### config.mk
export PLATFORM = sky130hd
export DESIGN_NAME = per_source_sequence_filter_core
export DESIGN_NICKNAME = d
export VERILOG_FILES = /design/src/rtl/pssf_pkg.sv /design/src/rtl/pssf_ram.sv /design/src/rtl/pssf_ctrl.sv /design/src/rtl/per_source_sequence_filter_core.sv
export SDC_FILE = /design/constraint.sdc
export NUM_CORES = 2
export LEC_CHECK = 0
export BUFFER_PORTS_ARGS = -buffer_cell sky130_fd_sc_hd__buf_2
export CAP_MARGIN = 20
export CELL_PAD_IN_SITES_DETAIL_PLACEMENT = 1
export CELL_PAD_IN_SITES_GLOBAL_PLACEMENT = 2
export CORE_ASPECT_RATIO = 1.75
export CORE_MARGIN = 3
export CORE_UTILIZATION = 45
export DETAILED_ROUTE_END_ITERATION = 6
export HOLD_SLACK_MARGIN = 0.02
export PLACE_DENSITY = 0.79
export SYNTH_ARGS = -nofsm -noshare
export SYNTH_HDL_FRONTEND = slang
export SYNTH_SLANG_ARGS = --single-unit
### constraint.sdc
create_clock -name clk_i -period 10.7 [get_ports clk_i]
set_input_delay 1.07 -clock clk_i [delete_from_list [all_inputs] [get_ports clk_i]]
set_output_delay 1.07 -clock clk_i [all_outputs]
set_load 0.02 [all_outputs]
### src/rtl/pssf_pkg.sv
// ----------------------------------------------------------------------------
// pssf_pkg
// Shared types and constants for the per-source sequence filter.
// ----------------------------------------------------------------------------
package pssf_pkg;

  localparam int unsigned MaxSenders = 32;
  localparam int unsigned IdxW       = (MaxSenders > 1) ? $clog2(MaxSenders) : 1;
  localparam int unsigned CntW       = $clog2(MaxSenders + 1);
  localparam int unsigned AddrW      = 32;
  localparam int unsigned SeqW       = 16;
  localparam int unsigned SeqResetGap = 16;

  typedef enum logic [1:0] {
    StNewer     = 2'd0,
    StHardReset = 2'd1,
    StStale     = 2'd2,
    StFull      = 2'd3
  } status_e;

  typedef struct packed {
    logic [AddrW-1:0] addr;
    logic [SeqW-1:0]  seq;
  } entry_t;

  typedef struct packed {
    logic            re;
    logic [IdxW-1:0] raddr;
    logic            we;
    logic [IdxW-1:0] waddr;
    entry_t          wdata;
  } ram_req_t;

endpackage

### src/rtl/pssf_ram.sv
// ----------------------------------------------------------------------------
// pssf_ram
// Sender table: one write port, one read port, registered read data.
// ----------------------------------------------------------------------------
module pssf_ram
  import pssf_pkg::*;
(
  input  logic     clk_i,
  input  ram_req_t req_i,
  output entry_t   rdata_o
);

  entry_t mem [MaxSenders];
  entry_t rdata_q;

  always_ff @(posedge clk_i) begin
    if (req_i.we) begin
      mem[req_i.waddr] <= req_i.wdata;
    end
    if (req_i.re) begin
      rdata_q <= mem[req_i.raddr];
    end
  end

  assign rdata_o = rdata_q;

endmodule

### src/rtl/pssf_ctrl.sv
// ----------------------------------------------------------------------------
// pssf_ctrl
// Table scan, sequence judgement, write-back and result register.
// ----------------------------------------------------------------------------
module pssf_ctrl
  import pssf_pkg::*;
(
  input  logic             clk_i,
  input  logic             rst_ni,
  input  logic             in_valid_i,
  output logic             in_stall_o,
  input  logic [AddrW-1:0] source_address_i,
  input  logic [SeqW-1:0]  sequence_req_i,
  output logic             out_valid_o,
  input  logic             out_stall_i,
  output logic             accepted_o,
  output logic [1:0]       status_o,
  output ram_req_t         ram_req_o,
  input  entry_t           ram_rdata_i
);

  typedef enum logic [1:0] {
    S_IDLE,
    S_SCAN,
    S_JUDGE
  } state_e;

  state_e           state_q, state_d;
  logic [AddrW-1:0] src_q, src_d;
  logic [SeqW-1:0]  seq_q, seq_d;
  logic [CntW-1:0]  count_q, count_d;
  logic [CntW-1:0]  rd_idx_q, rd_idx_d;
  logic [CntW-1:0]  cmp_idx_q, cmp_idx_d;
  logic             cmp_valid_q, cmp_valid_d;
  logic [IdxW-1:0]  slot_q, slot_d;
  logic [SeqW-1:0]  last_q, last_d;
  logic             new_q, new_d;
  logic             full_q, full_d;
  logic             out_valid_q, out_valid_d;
  logic             acc_q, acc_d;
  status_e          status_q, status_d;

  logic             out_load;
  logic             table_full;
  logic             is_newer;
  logic             is_hard_reset;

  assign out_load   = !out_valid_q || !out_stall_i;
  assign table_full = (count_q == CntW'(MaxSenders));
  assign is_newer   = (seq_q > last_q);
  // 17-bit compare: no wrap on seq + gap
  assign is_hard_reset = ({1'b0, seq_q} + (SeqW+1)'(SeqResetGap)) < {1'b0, last_q};

  always_comb begin
    state_d     = state_q;
    src_d       = src_q;
    seq_d       = seq_q;
    count_d     = count_q;
    rd_idx_d    = rd_idx_q;
    cmp_idx_d   = cmp_idx_q;
    cmp_valid_d = 1'b0;
    slot_d      = slot_q;
    last_d      = last_q;
    new_d       = new_q;
    full_d      = full_q;
    out_valid_d = out_valid_q && out_stall_i;
    acc_d       = acc_q;
    status_d    = status_q;
    ram_req_o   = '0;

    unique case (state_q)
      S_IDLE: begin
        if (in_valid_i) begin
          src_d    = source_address_i;
          seq_d    = sequence_req_i;
          rd_idx_d = '0;
          if (count_q == '0) begin
            new_d   = 1'b1;
            full_d  = 1'b0;
            slot_d  = '0;
            last_d  = '0;
            state_d = S_JUDGE;
          end else begin
            state_d = S_SCAN;
          end
        end
      end
      S_SCAN: begin
        // one read issued per cycle, compared in the cycle after the read
        if (rd_idx_q < count_q) begin
          ram_req_o.re    = 1'b1;
          ram_req_o.raddr = rd_idx_q[IdxW-1:0];
          rd_idx_d        = rd_idx_q + 1'b1;
          cmp_valid_d     = 1'b1;
          cmp_idx_d       = rd_idx_q;
        end
        if (cmp_valid_q) begin
          if (ram_rdata_i.addr == src_q) begin
            slot_d      = cmp_idx_q[IdxW-1:0];
            last_d      = ram_rdata_i.seq;
            new_d       = 1'b0;
            full_d      = 1'b0;
            cmp_valid_d = 1'b0;
            state_d     = S_JUDGE;
          end else if (CntW'(cmp_idx_q + 1'b1) == count_q) begin
            // miss: add at the end, or report full
            slot_d      = count_q[IdxW-1:0];
            last_d      = '0;
            new_d       = !table_full;
            full_d      = table_full;
            cmp_valid_d = 1'b0;
            state_d     = S_JUDGE;
          end
        end
      end
      S_JUDGE: begin
        if (out_load) begin
          out_valid_d = 1'b1;
          if (full_q) begin
            acc_d    = 1'b0;
            status_d = StFull;
          end else if (is_newer) begin
            acc_d    = 1'b1;
            status_d = StNewer;
          end else if (is_hard_reset) begin
            acc_d    = 1'b1;
            status_d = StHardReset;
          end else begin
            acc_d    = 1'b0;
            status_d = StStale;
          end
          // a new entry is written even when stale; then seq is zero anyway
          if (!full_q && (new_q || is_newer || is_hard_reset)) begin
            ram_req_o.we         = 1'b1;
            ram_req_o.waddr      = slot_q;
            ram_req_o.wdata.addr = src_q;
            ram_req_o.wdata.seq  = seq_q;
          end
          if (new_q) begin
            count_d = count_q + 1'b1;
          end
          state_d = S_IDLE;
        end
      end
      default: state_d = S_IDLE;
    endcase
  end

  always_ff @(posedge clk_i or negedge rst_ni) begin
    if (!rst_ni) begin
      state_q     <= S_IDLE;
      src_q       <= '0;
      seq_q       <= '0;
      count_q     <= '0;
      rd_idx_q    <= '0;
      cmp_idx_q   <= '0;
      cmp_valid_q <= 1'b0;
      slot_q      <= '0;
      last_q      <= '0;
      new_q       <= 1'b0;
      full_q      <= 1'b0;
      out_valid_q <= 1'b0;
      acc_q       <= 1'b0;
      status_q    <= StNewer;
    end else begin
      state_q     <= state_d;
      src_q       <= src_d;
      seq_q       <= seq_d;
      count_q     <= count_d;
      rd_idx_q    <= rd_idx_d;
      cmp_idx_q   <= cmp_idx_d;
      cmp_valid_q <= cmp_valid_d;
      slot_q      <= slot_d;
      last_q      <= last_d;
      new_q       <= new_d;
      full_q      <= full_d;
      out_valid_q <= out_valid_d;
      acc_q       <= acc_d;
      status_q    <= status_d;
    end
  end

  assign in_stall_o  = (state_q != S_IDLE);
  assign out_valid_o = out_valid_q;
  assign accepted_o  = acc_q;
  assign status_o    = status_q;

endmodule

### src/rtl/per_source_sequence_filter_core.sv
// ----------------------------------------------------------------------------
// per_source_sequence_filter_core
// Replay filter: per-sender last sequence number kept in a sender table.
// ----------------------------------------------------------------------------
//  channel | handshake              | payload
//  --------+------------------------+-----------------------------------
//  in      | in_valid_i / in_stall_o | source_address_i, sequence_req_i
//  out     | out_valid_o / out_stall_i | accepted_o, status_o
//
// A packet is scanned against the N senders in the table (skipped when empty):
// one table read per cycle through the single read port, a compare on the
// registered read data, stopping at a match; then one judge and write-back step.
// Reset empties the table at once (fill count); no clearing pass.
// The result register frees the scan; a stalled result holds only the
// write-back step.
// ----------------------------------------------------------------------------
module per_source_sequence_filter_core
  import pssf_pkg::*;
(
  input  logic             clk_i,
  input  logic             rst_ni,
  input  logic             in_valid_i,
  output logic             in_stall_o,
  input  logic [AddrW-1:0] source_address_i,
  input  logic [SeqW-1:0]  sequence_req_i,
  output logic             out_valid_o,
  input  logic             out_stall_i,
  output logic             accepted_o,
  output logic [1:0]       status_o
);

  ram_req_t ram_req;
  entry_t   ram_rdata;

  pssf_ctrl u_ctrl (
    .clk_i            (clk_i),
    .rst_ni           (rst_ni),
    .in_valid_i       (in_valid_i),
    .in_stall_o       (in_stall_o),
    .source_address_i (source_address_i),
    .sequence_req_i   (sequence_req_i),
    .out_valid_o      (out_valid_o),
    .out_stall_i      (out_stall_i),
    .accepted_o       (accepted_o),
    .status_o         (status_o),
    .ram_req_o        (ram_req),
    .ram_rdata_i      (ram_rdata)
  );

  pssf_ram u_ram (
    .clk_i   (clk_i),
    .req_i   (ram_req),
    .rdata_o (ram_rdata)
  );

endmodule

== After elaboration in Yosys (flattened, before gate mapping) ==
Memory sizes are Yosys's and may differ from the RTL's. A register that Yosys moved wholly into a read port is not among the register bits.
Cells that the tools add are included.
Word-level totals
  register bits: 96
  latch bits: 0
  RAM bits: 1536
  ROM bits: 0
  word-level logic and storage cells: 107
  memories: 1
Memories
  u_ram.mem: depth 32, width 48, read ports 1, clocked after Yosys merged registers in 1, write ports 1, RTL line pssf_ram.sv:13  | entry_t mem [MaxSenders];
Cells by class
  $add $sub $neg: 4
  multipliers: 0
  divide/modulo/power cells: 0
  magnitude comparators: 3
  equal/unequal tests: 11
  shift-type cells: 0
  muxes and demuxes: 54
  bitwise gates (word level): 0
  reductions and logical operators: 20
Operators with widths (number)
  54-bit 2-to-1 mux: 3
  16-bit 2-to-1 mux: 5
  32-bit == test: 1
  16-bit case mux with 2 select lines: 1
  5-bit 2-to-1 mux: 5
  6-bit 2-to-1 mux: 4
  1-bit 2-to-1 mux: 22
  6-bit by 1-bit adder with 6-bit output (second input constant): 3
  2-bit 2-to-1 mux: 9
  16-bit by 5-bit adder with 17-bit output (second input constant): 1
  17-bit by 16-bit less-than comparator with 1-bit output: 1
  16-bit greater-than comparator: 1
  6-bit case mux with 2 select lines: 1
  5-bit case mux with 2 select lines: 1
  2-bit by 1-bit inequality test with 1-bit output (second input constant): 4
  6-bit == test: 1
  6-bit == test (second input constant): 1
  6-bit logical NOT: 1
  6-bit less-than comparator: 1
  2-bit case mux with 3 select lines: 1
  2-bit AND reduction: 3
  3-bit AND reduction: 2
  5-bit AND reduction: 1
  1-bit logical NOT: 4
  10 further kinds: 15

== Logic depth before layout (Yosys ltp) ==
  depth in word-level cells: 9
  gate-level depth with buffers: 14

== By module ==
A second synthesis with hierarchy kept.
Unflattened totals
  cell total of the unflattened synthesis: 4052
  area total of the unflattened synthesis: 67055.6 um2
Modules (own cells, without submodules)
  pssf_ram: times used 1, cells an instance 3364, area an instance 61205.0 um2
  pssf_ctrl: times used 1, cells an instance 688, area an instance 5850.6 um2

== Worst setup path after synthesis ==
OpenSTA, ideal clock, no wires.
  kind: reg-to-reg
  from: register u_ctrl.seq_q[6]
  to: memory u_ram.mem[10][0] in the netlist's numbering, enable pin
  library setup time: 0.573 ns
  arrival: 7.170 ns
  data required time: 10.127 ns
  slack: 2.958 ns
  cell stages (with the launch flop): 14
  clock period less this slack: 7.742 ns
  path through: dfrtp_1 > and4_1 > and2_1 > nand3_1 > nor2_1 > xor2_1 > ha_1 > a21o_1 > a21oi_1 > o31ai_1 > nor3b_1 > nor3_1 > clkbuf_1 > nor4_1
Between the ends
  longest elaborated chain between the ends: 9
  elaborated cells on any way between the ends: 11
  those cells by class: 1 x add/sub; 2 x order compare; 5 x mux; 3 x reduce/logical
RTL lines
  start, declared: RTL line pssf_ctrl.sv:30  | logic [SeqW-1:0] seq_q, seq_d;
  start signal, assigned: RTL line pssf_ctrl.sv:168  | seq_q <= seq_d;
  16-bit by 5-bit adder with 17-bit output or 16-bit greater-than comparator (tied branches): RTL line pssf_ctrl.sv:52, pssf_ctrl.sv:50
  17-bit by 16-bit less-than comparator with 1-bit output or 1-bit logical OR (tied branches): RTL line pssf_ctrl.sv:52, pssf_ctrl.sv:133
  1-bit logical OR *: RTL line pssf_ctrl.sv:133  | if (!full_q && (new_q || is_newer || is_hard_reset)) begin
  1-bit logical AND *: RTL line pssf_ctrl.sv:133
  54-bit 2-to-1 mux *: RTL line pssf_ctrl.sv:133
  54-bit 2-to-1 mux *: RTL line pssf_ctrl.sv:117  | if (out_load) begin
  54-bit 2-to-1 mux *: RTL line pssf_ctrl.sv:71  | unique case (state_q)
  1-bit 2-to-1 mux: RTL line pssf_ram.sv:17  | if (req_i.we) begin
  1-bit 2-to-1 mux (not written as such): RTL line pssf_ram.sv:18  | mem[req_i.waddr] <= req_i.wdata;
  end, declared: RTL line pssf_ram.sv:13
Mark *: on every way between the ends. The rest lies on a longest branch, timed or not.

== Worst setup path after layout ==
  from: register u_ctrl.seq_q[4]
  to: memory u_ram.mem[28][16] in the netlist's numbering, enable pin
Same word-level chain as after synthesis.

==> flow_metrics.py <==
metrics = {
    "detailed_routing": {
        "wl_met3_um": 13630,
        "wl_met2_um": 108100,
        "top_layer": "met4",
        "dr.first_iter.drc_count": 4345,
        "wl_per_cell_um": 34.13,
        "drc": 0,
        "viasPerCell": 6.465,
        "drt_wl_total_um": 206800,
        "m1WireLength_um": 74540,
        "antenna_left": 0,
        "first_pass_iters": 6,
        "vias": 39157,
    },
    "cts": {
        "clock_tree.buffer_depth": 3,
        "cts-root-buf": "clkbuf_16",
        "cts_sinks": 1680,
        "cts_max_level": 4,
        "hold_buffers": 0,
        "cts_tree": "built",
        "clock_latency_ns": 0.78,
        "numCtsBuffers": 151,
        "postCtsSetupBuffers": 0,
        "cts_resized": 0,
        "clk_pin_slew_ns": 0.06,
    },
    "setup_path": {
        "r2r_start": "u_ctrl.seq_q[4]",
        "worstSetupPathType": "flip-flop to flip-flop",
        "slowest_stage": "buf_4",
        "worstPathCellList": "ha_1, nand3_1, xnor2_1, ha_1, and4_1, a221oi_1, o21ai_0, o21ai_0, nor3b_1, nor3_2, buf_4, nor4_2, buf_4",
        "cp-startpoint": "u_ctrl.seq_q[4]",
        "end_kind": "flip-flop",
        "cp_data_arrival_time_ns": 5.81,
        "required_ns": 11.08,
        "path_max_fanout": 43,
        "cp-start-kind": "flip-flop",
        "worst_path_largest_cell_delay_ns": 0.87,
    },
    "die": {
        "core_um2": 145800,
        "io_pins": 57,
        "start_util_pct": 45.55,
        "die_w_um": 296.4,
        "die_h_um": 514.2,
        "std_cell_rows": 185,
        "dieArea_um2": 152400,
    },
    "cells_and_area": {
        "area.growth.synth_to_final_pct": 11.98,
        "drive_gt1_share_pct": 13.79,
        "final_net_count": 4151,
        "fillers": 13443,
        "finish.utilization_pct": 51.01,
    },
    "sta": {
        "worst_slack_ns": 5.265,
        "period_minus_slack_ns": 5.435,
        "fmax_mhz": 184.0,
        "final.period_utilization_pct": 50.80,
        "worst_slew_pin_slew_ns": 1.278,
        "rsz0062_at_grt": "false",
        "whs_ns": 0.2112,
        "setup_viol": 0,
        "fin_worst_skew_ns": 0.03124,
        "final-hold-violation-count": 0,
        "slew_violations": 0,
        "relSlewSlack_pct": 14.83,
        "setup_tns_ns": 0,
    },
    "grt": {
        "grt_antenna_before_repair": 5,
        "globalRoute.totalOverflow": 0,
        "grt_usage_pct": 27.07,
        "first_global_vias": 41211,
        "grt_start_max_net_pins": 162,
        "grt_pass1_wl_um": 293900,
    },
    "synth": {
        "ys.warnings.count": 0,
        "synth_most_common_cell": "edfxtp_1",
        "netlist_instances": 4003,
        "synth.distinct_cells": 60,
        "ys_seq_area_share_pct": 75.23,
        "async_flop_share_pct": 5.714,
        "syn_area_per_cell_um2": 16.59,
        "yosys_most_used_dff": "edfxtp_1",
        "synth_top_area_share_pct": 71.61,
        "synth_commonest_cells": "edfxtp_1, mux2i_1, nand2_1",
        "synth_enable_flop_cells": 1584,
        "syn_nets": 4093,
        "post-synth-top-area-cell": "edfxtp_1",
        "synth-seq-cells": 1680,
        "syn_area_um2": 66420,
        "synthTopCellsByArea": "edfxtp_1, mux2i_1, dfrtp_1",
    },
    "min_path": {
        "hp-class": "input pin to async pin",
    },
    "power_and_ir_drop": {
        "p_per_area_nw_per_um2": 249.5,
        "vdd_drop_max_uv": 407.3,
        "finalPower_uw": 18560,
        "power.leakage_uw": 0.02741,
    },
    "place": {
        "numPortBuffers": 56,
        "gp_congestion": 0.7925,
        "dpl_worst_slack_ns": 5.304,
        "dpl.hpwl_um": 109200,
    },
    "run": {
        "drv_cap": 0,
    },
    "outcome": {
        "outcome": "complete, no violations",
    },
}
layer usage:
layer  up-vias  global-route usage, %
met3       488                  3.575
li1      16089                      -
met4         0                  12.61
met5         -                      0
met1     20780                  32.52
met2      1800                  48.09
layout by cell type, fill, tap and decap left out, drive strengths merged, types with 6 or more instances in the layout:
cell / n
clkbuf: 197
a21oi: 66
a2bb2oi: 43
and3: 109
mux2: 69
dfrtp: 96
o221ai: 190
o32ai: 47
nand2: 327
clkinv: 61
a41oi: 43
a31oi: 100
nand3: 197
nor4: 42
a211oi: 6
nor2b: 7
xor2: 41
mux2i: 388
xnor2: 15
nor3: 8
buf: 178
o21ai: 20
a21o: 9
ha: 38
nor2: 81
mux4: 47
edfxtp: 1584
nand2b: 8
inv: 44
nand4: 10
o22a: 47
a32oi: 6
through the flow:
stage          cell area (µm²)  cells
4_1_cts                  73980   6037
3_5_place_dp             69210   5761
6_report                 74380   6057
3_3_place_gp             69210   5761
5_1_grt                  74380   6055
2_1_floorplan            66420   4003
path summary, 6_finish.rpt:
| check | to | slack (ns) | cells after the start |
|---|---|---|---|
| setup / recovery | u_ram.mem[28][16] | 5.26 | 13 |
| hold / removal | u_ctrl.src_q[1] | 0.21 | 1 |
| setup reg to reg | u_ram.mem[28][16] | 5.26 | 13 |
| hold reg to reg | u_ctrl.last_q[11] | 0.49 | 1 |
| max in group asynchronous | u_ctrl.src_q[5] | 9.47 | 3 |
| min in group clk_i | u_ctrl.last_q[11] | 0.49 | 1 |
sequential cells by signal, indices dropped and copies added, names as in the netlist:
name	flops
u_ctrl.accepted_o	1
u_ctrl.cmp_idx_q	6
u_ctrl.cmp_valid_q	1
u_ctrl.count_q	6
u_ctrl.full_q	1
u_ctrl.last_q	16
u_ctrl.new_q	1
u_ctrl.out_valid_o	1
u_ctrl.rd_idx_q	6
u_ctrl.seq_q	16
u_ctrl.slot_q	5
u_ctrl.src_q	32
u_ctrl.state_q	2
u_ctrl.status_o	2
u_ram.mem	1536
u_ram.rdata_o	48
worst max-delay path, delay by kind of cell, from the launching register on:
kind | cells | cell delay [ns]
AOI/OAI and AO/OA | 3 | 0.61
xor gates and xnor gates | 1 | 0.15
and+or+nand+nor | 5 | 1.85
buffers and inverters | 2 | 1.19
DFF | 1 | 0.49
adders and majority gates | 2 | 0.64
area by class of cell:
type,count,area (µm²),share of cell area [%]
clock inverters,83,606.8,0.8159
repair buffers,182,1559,2.096
multi-input cells,2014,15610,20.98
flip-flops and latches,1680,49980,67.19
diodes,3,7.507,0.01009
well taps,1870,2340,3.146
inverters,32,122.6,0.1649
clock buffers,193,4158,5.590
report_power, final:
group | switching (µW) | total [µW] | leakage [µW] | internal (µW)
sequential | 396 | 7800 | 0.0190 | 7400
clock | 2440 | 5330 | 0.00235 | 2890
combinational | 3830 | 5430 | 0.00603 | 1590
total | 6670 | 18600 | 0.0274 | 11900
kinds of logic (layout without fill, tap and decap cells):
kind of cell / Yosys count / after routing / synth area share [%]
XOR/XNOR: 56 / 56 / 0.7384
AND/OR/NAND/NOR: 817 / 817 / 5.821
adder cells (fa/ha/maj): 38 / 38 / 0.7158
flip-flops: 1680 / 1680 / 75.23
multiplexers: 504 / 504 / 8.611
AO/OA/AOI/OAI: 599 / 599 / 7.011
buffers and inverters: 309 / 490 / 1.872
other: 0 / 3 / 0
(Power assumes the default switching activity.)
